--- src/tfls_pkg.sv ---
// Package for the tagged free-list stack: widths, types and function codes.
`default_nettype none
package tfls_pkg;
    localparam int POOL_SLOTS = 1024;
    localparam int SLOT_W     = 10;
    localparam int TAG_W      = 32;
    localparam int CELL_W     = 8;
    localparam int CELL_N     = TAG_W / CELL_W;
    localparam int POOL_AW    = (POOL_SLOTS > 1) ? $clog2(POOL_SLOTS) : 1;
    localparam int ADDR_W     = (POOL_AW > SLOT_W) ? SLOT_W : POOL_AW;
    localparam int MEM_DEPTH  = (POOL_SLOTS > (1 << SLOT_W)) ? (1 << SLOT_W) : POOL_SLOTS;

    typedef logic [SLOT_W-1:0] t_slot;
    typedef logic [TAG_W-1:0]  t_tag;
    typedef logic [CELL_W-1:0] t_cell;
    typedef logic [ADDR_W-1:0] t_addr;

    typedef enum logic {
        FUNC_FREE  = 1'b0,
        FUNC_ALLOC = 1'b1
    } t_func;

    typedef struct packed {
        logic  valid;
        t_slot slot;
    } t_link;

    typedef struct packed {
        t_slot slot_out;
        logic  empty_res;
        t_tag  generation;
    } t_result;

    typedef struct packed {
        logic  we;
        t_addr waddr;
        t_link wdata;
        logic  re;
        t_addr raddr;
    } t_ram_ctl;

    typedef struct packed {
        logic inc;
        logic carry;
    } t_cell_ctl;
endpackage
`default_nettype wire

--- src/tfls_tag_cell.sv ---
// One byte cell of the generation tag counter; carry passes to the next cell.
`default_nettype none
module tfls_tag_cell
    import tfls_pkg::*;
(
    input  wire       i_clk,
    input  wire       i_rst_n,
    input  t_cell_ctl i_ctl,
    output logic      o_carry,
    output t_cell     o_q,
    output t_cell     o_next
);
    t_cell r_q;
    logic [CELL_W:0] w_sum;

    assign w_sum   = {1'b0, r_q} + {{CELL_W{1'b0}}, i_ctl.carry};
    assign o_next  = w_sum[CELL_W-1:0];
    assign o_carry = w_sum[CELL_W];
    assign o_q     = r_q;

    always_ff @(posedge i_clk) begin
        if (!i_rst_n) begin
            r_q <= '0;
        end else if (i_ctl.inc) begin
            r_q <= o_next;
        end
    end
endmodule
`default_nettype wire

--- config.mk ---
export PLATFORM = sky130hd
export DESIGN_NAME = tfls_tag_cell
export DESIGN_NICKNAME = d
export VERILOG_FILES = /design/src/tfls_pkg.sv /design/src/tfls_tag_cell.sv
export SDC_FILE = /design/constraint.sdc
export NUM_CORES = 1
export LEC_CHECK = 0
export BUFFER_PORTS_ARGS = -buffer_cell sky130_fd_sc_hd__buf_2
export CAP_MARGIN = 40
export CORE_AREA = 2 2 39 41
export CTS_BUF_LIST = sky130_fd_sc_hd__clkbuf_2 sky130_fd_sc_hd__clkbuf_4 sky130_fd_sc_hd__clkbuf_8
export CTS_CLUSTER_DIAMETER = 200
export DETAILED_ROUTE_END_ITERATION = 10
export DIE_AREA = 0 0 41 43
export PLACE_DENSITY_LB_ADDON = 0.08
export SLEW_MARGIN = 0
export SYNTH_ARGS = -nofsm -noshare
export SYNTH_HDL_FRONTEND = slang
export SYNTH_SLANG_ARGS = --single-unit
--- constraint.sdc ---
create_clock -name i_clk -period 3 [get_ports i_clk]
set_clock_uncertainty 0.05 [all_clocks]
set_input_delay 0.15 -clock i_clk [delete_from_list [all_inputs] [get_ports i_clk]]
set_output_delay 0.15 -clock i_clk [all_outputs]
set_load 0.02 [all_outputs]
==> flow_summary.ini, run 1 <==
[floorplan]
fp-row-count = 14
design.portCount = 21
fp.dieH_microns = 43
initial_core_util = 0.3463
fp.dieArea_sq_mm = 0.001763
core_sq_mm = 0.001384
fp.dieW_microns = 41

[setup_path]
path_cells = ha_1 -> ha_1 -> nand3_2 -> nor2_1 -> and3_1 -> buf_2
reg2reg_slack_ps = 1440
cp_max_fo = 4
startpoint_type = flip-flop
crit_arrival_ps = 1680
r2r_end = o_q[6]$_SDFFE_PN0P_
slowest_delay_ps = 340
crit_cells = 6
cpMaxStageDelayCell = dfxtp_1
reg2regPathDepth = 5
worst_ep_required_time_ps = 2800
path_delay_family = simple AND/OR/NAND/NOR gates
cp_common_cell = ha_1
end_kind = output port
critPathKind = reg2out
reg2reg_from = o_q[0]$_SDFFE_PN0P_
crit_buf_inv = 1

[final_layout]
drive_gt1_frac = 0.3662
diodes = 0
largest_reg_flops = 8
area_delta_synth_final_pct = 24.02
fin_cells = 87
mostFrequentLayoutCells = 20 x buf_2, 8 x dfxtp_1, 5 x xnor2_1, 4 x xor2_1
final_cell_area_sq_um = 594.3
nets = 79
final_common_cell = buf_2

[detailed_routing]
drc_errors = 0
first_pass_iters = 4
drt_iter0_drc = 4
num_vias = 414
wire_per_inst_microns = 10.93
vias_per_cell = 4.759
ant_nets = 0
routed_wirelength_microns = 951

[timing]
fmax_mhz = 531.7
slew_headroom = 0.8007
tightest_slew_ps = 298.6
rsz0062_at_grt = false
setup_violations = 0
finalCritPeriodShare = 0.6269
period_minus_slack_ps = 1881
maxSlewViolCount = 0
finalHoldViolCount = 0
setup_tns_ps = 0
hold_ws_ps = 153.2

[synth]
syn_nets = 58
synth_area_leaders = dfxtp_1 33%, xnor2_1 9.1%, xor2_1 7.3%
yosysTopAreaCellShare = 0.3342
syn_inst = 52
ys_types = 19
ys_seq_elements = 8
yosys_warnings = 0
avgSynthCellArea_sq_um = 9.216
yosysSeqAreaShare = 0.3342
yosys.area.top_type = dfxtp_1
syn_area_sq_um = 479.2

[clock_tree]
insertion_delay_ps = 250
hold_buffers = 0
clk_pin_slew_worst_paths_ps = 60
cts_buffers = 3
post_cts_buffers = 0
cts.sinks = 8
cts_resized = 0
cts_root_buffer = clkbuf_4
cts_max_path_buffers = 2
htree_levels = 1
cts_tree = yes

[power_and_ir_drop]
fin_total_pwr_uw = 216.5
power_density_mw_per_mm2 = 364.3
power_leakage_uw = 0.0003185
peakVddDrop_mv = 0.1552

[job]
cap_violations = 0

[worst_hold_path]
min_from = i_rst_n
holdPathStages = 2
holdPathEnd = o_q[2]$_SDFFE_PN0P_
hold_path_class = in2reg

[grt]
antenna_found_initial = 0
grt_usage = 0.1251
first_global_vias = 343
gr-total-overflow = 0
grt_pass1_wl_microns = 1449
grt_max_degree = 9

[placed_design]
gp_congestion = 0.6375
dp_hpwl_microns = 715.1
dp_cells = 84
placed_area_sq_um = 571.8
port_buffers = 20

[status]
status = completed
[cells by family after synthesis]
| logic type | after synthesis | share of synthesized area |
|---|---|---|
| adders and majority gates | 2 | 0.05221 |
| and+or+nand+nor | 21 | 0.2716 |
| buffers and inverters | 4 | 0.05743 |
| muxes | 2 | 0.04178 |
| xor gates and xnor gates | 9 | 0.1645 |
| DFF | 8 | 0.3342 |
| AOI/OAI and AO/OA | 6 | 0.07832 |
[worst max-delay path by stage]
stage,start,end
after detailed placement,o_q[0]$_SDFFE_PN0P_,o_next[6]
after floorplan,o_q[0]$_SDFFE_PN0P_,o_next[6]
final,o_q[0]$_SDFFE_PN0P_,o_carry
after CTS,o_q[0]$_SDFFE_PN0P_,o_next[6]
after global placement,o_q[0]$_SDFFE_PN0P_,o_carry
after global routing,o_q[0]$_SDFFE_PN0P_,o_next[6]
[layout make-up]
class | count | area, sq um
clock buffer | 3 | 22.52
fill | 154 | 789.5
multi-input combinational | 40 | 291.5
sequential | 8 | 160.2
tap | 16 | 20.02
timing repair buffer | 20 | 100.1
[cells in the mapped netlist]
cell	count
a21boi_1	3
and2_1	3
and3_1	1
buf_2	1
buf_4	3
dfxtp_1	8
ha_1	2
mux2i_1	2
nand2_1	3
nand3_1	2
nand3_2	1
nand4_1	1
nand4_2	2
nor2_1	3
nor2b_1	2
o21ai_0	3
or3_1	3
xnor2_1	5
xor2_1	4
[per-layer routing]
layer | routed length (microns) | track usage | up-vias
met5 | 0 | 0 | -
li1 | - | - | 215
met1 | 497 | 0.1797 | 181
met4 | 5 | 0.08000 | 0
met3 | 69 | 0.04712 | 2
met2 | 379 | 0.1500 | 16
[where the power goes]
group          switching (uW)  total [uW]  leakage, uW  internal (uW)
logic                    13.9        23.1     0.000240           9.17
clock network            37.9        83.8    0.0000138           45.9
registers                1.63         110    0.0000647            108
[metrics by stage]
step                        util  setup slack, ps
final                     0.4295             1119
after global routing      0.4295            959.8
after CTS                 0.4295             1100
after detailed placement  0.4132             1386
after global placement    0.4132             1413
after floorplan                -             1243
Note: power is estimated with default switching activity, not from simulation.
==> inputs of run 2 (changes only) <==
- clock period: 3 -> 1.64 ns (I/O delays scaled with it)
==> run 2 against run 1 <==
Compared with the run above:
- via count up 8.0%
- utilization up 8.4 points
- sequential power up 83%
- sequential cell count unchanged
- global-route usage up 2.4 points
- setup slack worse by 1000 ps
- clock-buffer cell count unchanged
- final cell count up 5.7%
- final area up 20%
- total power up 90%
- first-iteration DRC count up 25%
- combinational power up 150%
==> flow_summary.ini, run 2 (synthesis results as in run 1) <==
[detailed_routing]
routed_wirelength_microns = 1031
vias_per_cell = 4.859
ant_nets = 0
drt_iter0_drc = 5
wire_per_inst_microns = 11.21
drc_errors = 0
first_pass_iters = 2
num_vias = 447

[worst_hold_path]
holdPathEnd = o_q[3]$_SDFFE_PN0P_
min_from = i_rst_n
hold_path_class = in2reg
holdPathStages = 2

[floorplan]
design.portCount = 21
initial_core_util = 0.3463
fp-row-count = 14
fp.dieW_microns = 41
fp.dieArea_sq_mm = 0.001763
core_sq_mm = 0.001384
fp.dieH_microns = 43

[grt]
antenna_found_initial = 0
gr-total-overflow = 0
first_global_vias = 413
grt_usage = 0.1490
grt_max_degree = 9
grt_pass1_wl_microns = 1731

[placed_design]
pre_cts_slack_ps = 79.41
port_buffers = 20
dp_hpwl_microns = 743.8
gp_congestion = 0.6488

[timing]
period_minus_slack_ps = 1551
finalCritPeriodShare = 0.9458
fmax_mhz = 644.7
slew_headroom = 0.8129
maxSlewViolCount = 0
rsz0062_at_grt = false
finalHoldViolCount = 0
worst_slack_ps = 88.88
setup_violations = 0
tightest_slew_ps = 280.3
setup_tns_ps = 0

[setup_path]
reg2regPathDepth = 6
r2r_end = o_q[6]$_SDFFE_PN0P_
end_kind = output port
cp_max_fo = 3
crit_arrival_ps = 1420
cpMaxStageDelayCell = dfxtp_4
path_cells = ha_4 -> ha_4 -> nand3_4 -> nor2_4 -> and3_4 -> buf_6
cp_common_cell = ha_4
startpoint_type = flip-flop
reg2reg_slack_ps = 180
critPathKind = reg2out
reg2reg_from = o_q[0]$_SDFFE_PN0P_
path_delay_family = simple AND/OR/NAND/NOR gates
slowest_delay_ps = 350
worst_ep_required_time_ps = 1510
crit_buf_inv = 1

[clock_tree]
insertion_delay_ps = 260
htree_levels = 1
cts_tree = yes
cts_max_path_buffers = 2
cts_root_buffer = clkbuf_4
cts.sinks = 8
clk_pin_slew_worst_paths_ps = 60
hold_buffers = 0
cts_buffers = 3

[power_and_ir_drop]
power_leakage_uw = 0.0003412
peakVddDrop_mv = 0.2679
power_density_mw_per_mm2 = 579.3

[final_layout]
largest_reg_flops = 8
diodes = 0
utilization = 0.5136
mostFrequentLayoutCells = 18 x buf_2, 5 x xnor2_1, 5 x dfxtp_1, 5 x buf_4
fillers = 132
nets = 84
area_delta_synth_final_pct = 48.30
drive_gt1_frac = 0.5395
final_common_cell = buf_2

[job]
cap_violations = 0

[status]
status = completed
==> run 2: cell count changes in the layout (fill, tap and decap cells not counted), moves of 2 or more <==
cell / delta
buf_2: -2
buf_4: +5
buf_6: +2
dfxtp_1: -3
dfxtp_2: +2
ha_1: -2
ha_4: +2
nor2_1: -2
==> run 2: where the power goes <==
part           total [uW]  switching (uW)  leakage, uW  internal, uW
Sequential            201            3.22    0.0000664           198
Combinational        56.6            30.1     0.000261          26.4
Clock                 154            70.3    0.0000138          84.0
==> run 2: timing repair <==
item / CTS / global route
pin swaps: 2 / 2
gates cloned: 0 / 0
setup buffers: 0 / 3
resized for setup: 9 / 9
setup endpoints to repair: 3 / 4
==> run 2: routing by layer <==
metal	part of all wire	vias to the layer above	global-route usage
met3	0.078	4	0.03141
met5	0	-	0
met2	0.45	20	0.2063
met4	0.027	0	0.1200
met1	0.45	198	0.1883
li1	-	225	-
==> run 2: area by class of cell <==
type	instances	area (sq um)	share of cell area
Sequential cell	8	166.4	0.2342
Clock buffer	3	22.52	0.03169
Tap cell	16	20.02	0.02817
Timing Repair Buffer	25	150.1	0.2113
Multi-Input combinational cell	40	351.6	0.4947
==> run 2: metrics by stage <==
| stage | total power (uW) | instance area, sq um | instances | hold WS (ps) |
|---|---|---|---|---|
| 4_1_cts | 415.3 | 659.4 | 89 | 84.28 |
| 3_5_place_dp | 249.8 | 594.3 | 86 | 355.2 |
| 2_1_floorplan | 234.7 | 486.7 | 52 | 153.7 |
| 5_1_grt | 435.4 | 710.7 | 92 | 100.8 |
| 3_3_place_gp | 249.7 | 594.3 | 86 | 352.5 |
| 6_report | 411.7 | 710.7 | 92 | 81.92 |
==> run 2: worst register-to-register path: stages (launching register included) <==
cell      delay (ps)
dfxtp_4          350
ha_4             150
ha_4             140
nand3_4           80
buf_4            150
or3_1            330
a21boi_1         130
==> run 2: worst max-delay path by stage <==
stage,end,slack (ps),cells after the start,from
floorplan,o_carry,-10,5,o_q[0]$_SDFFE_PN0P_
global placement,o_carry,120,6,o_q[0]$_SDFFE_PN0P_
detailed placement,o_carry,80,6,o_q[0]$_SDFFE_PN0P_
CTS,o_carry,40,6,o_q[0]$_SDFFE_PN0P_
global route,o_carry,20,6,o_q[0]$_SDFFE_PN0P_
finish,o_carry,90,6,o_q[0]$_SDFFE_PN0P_
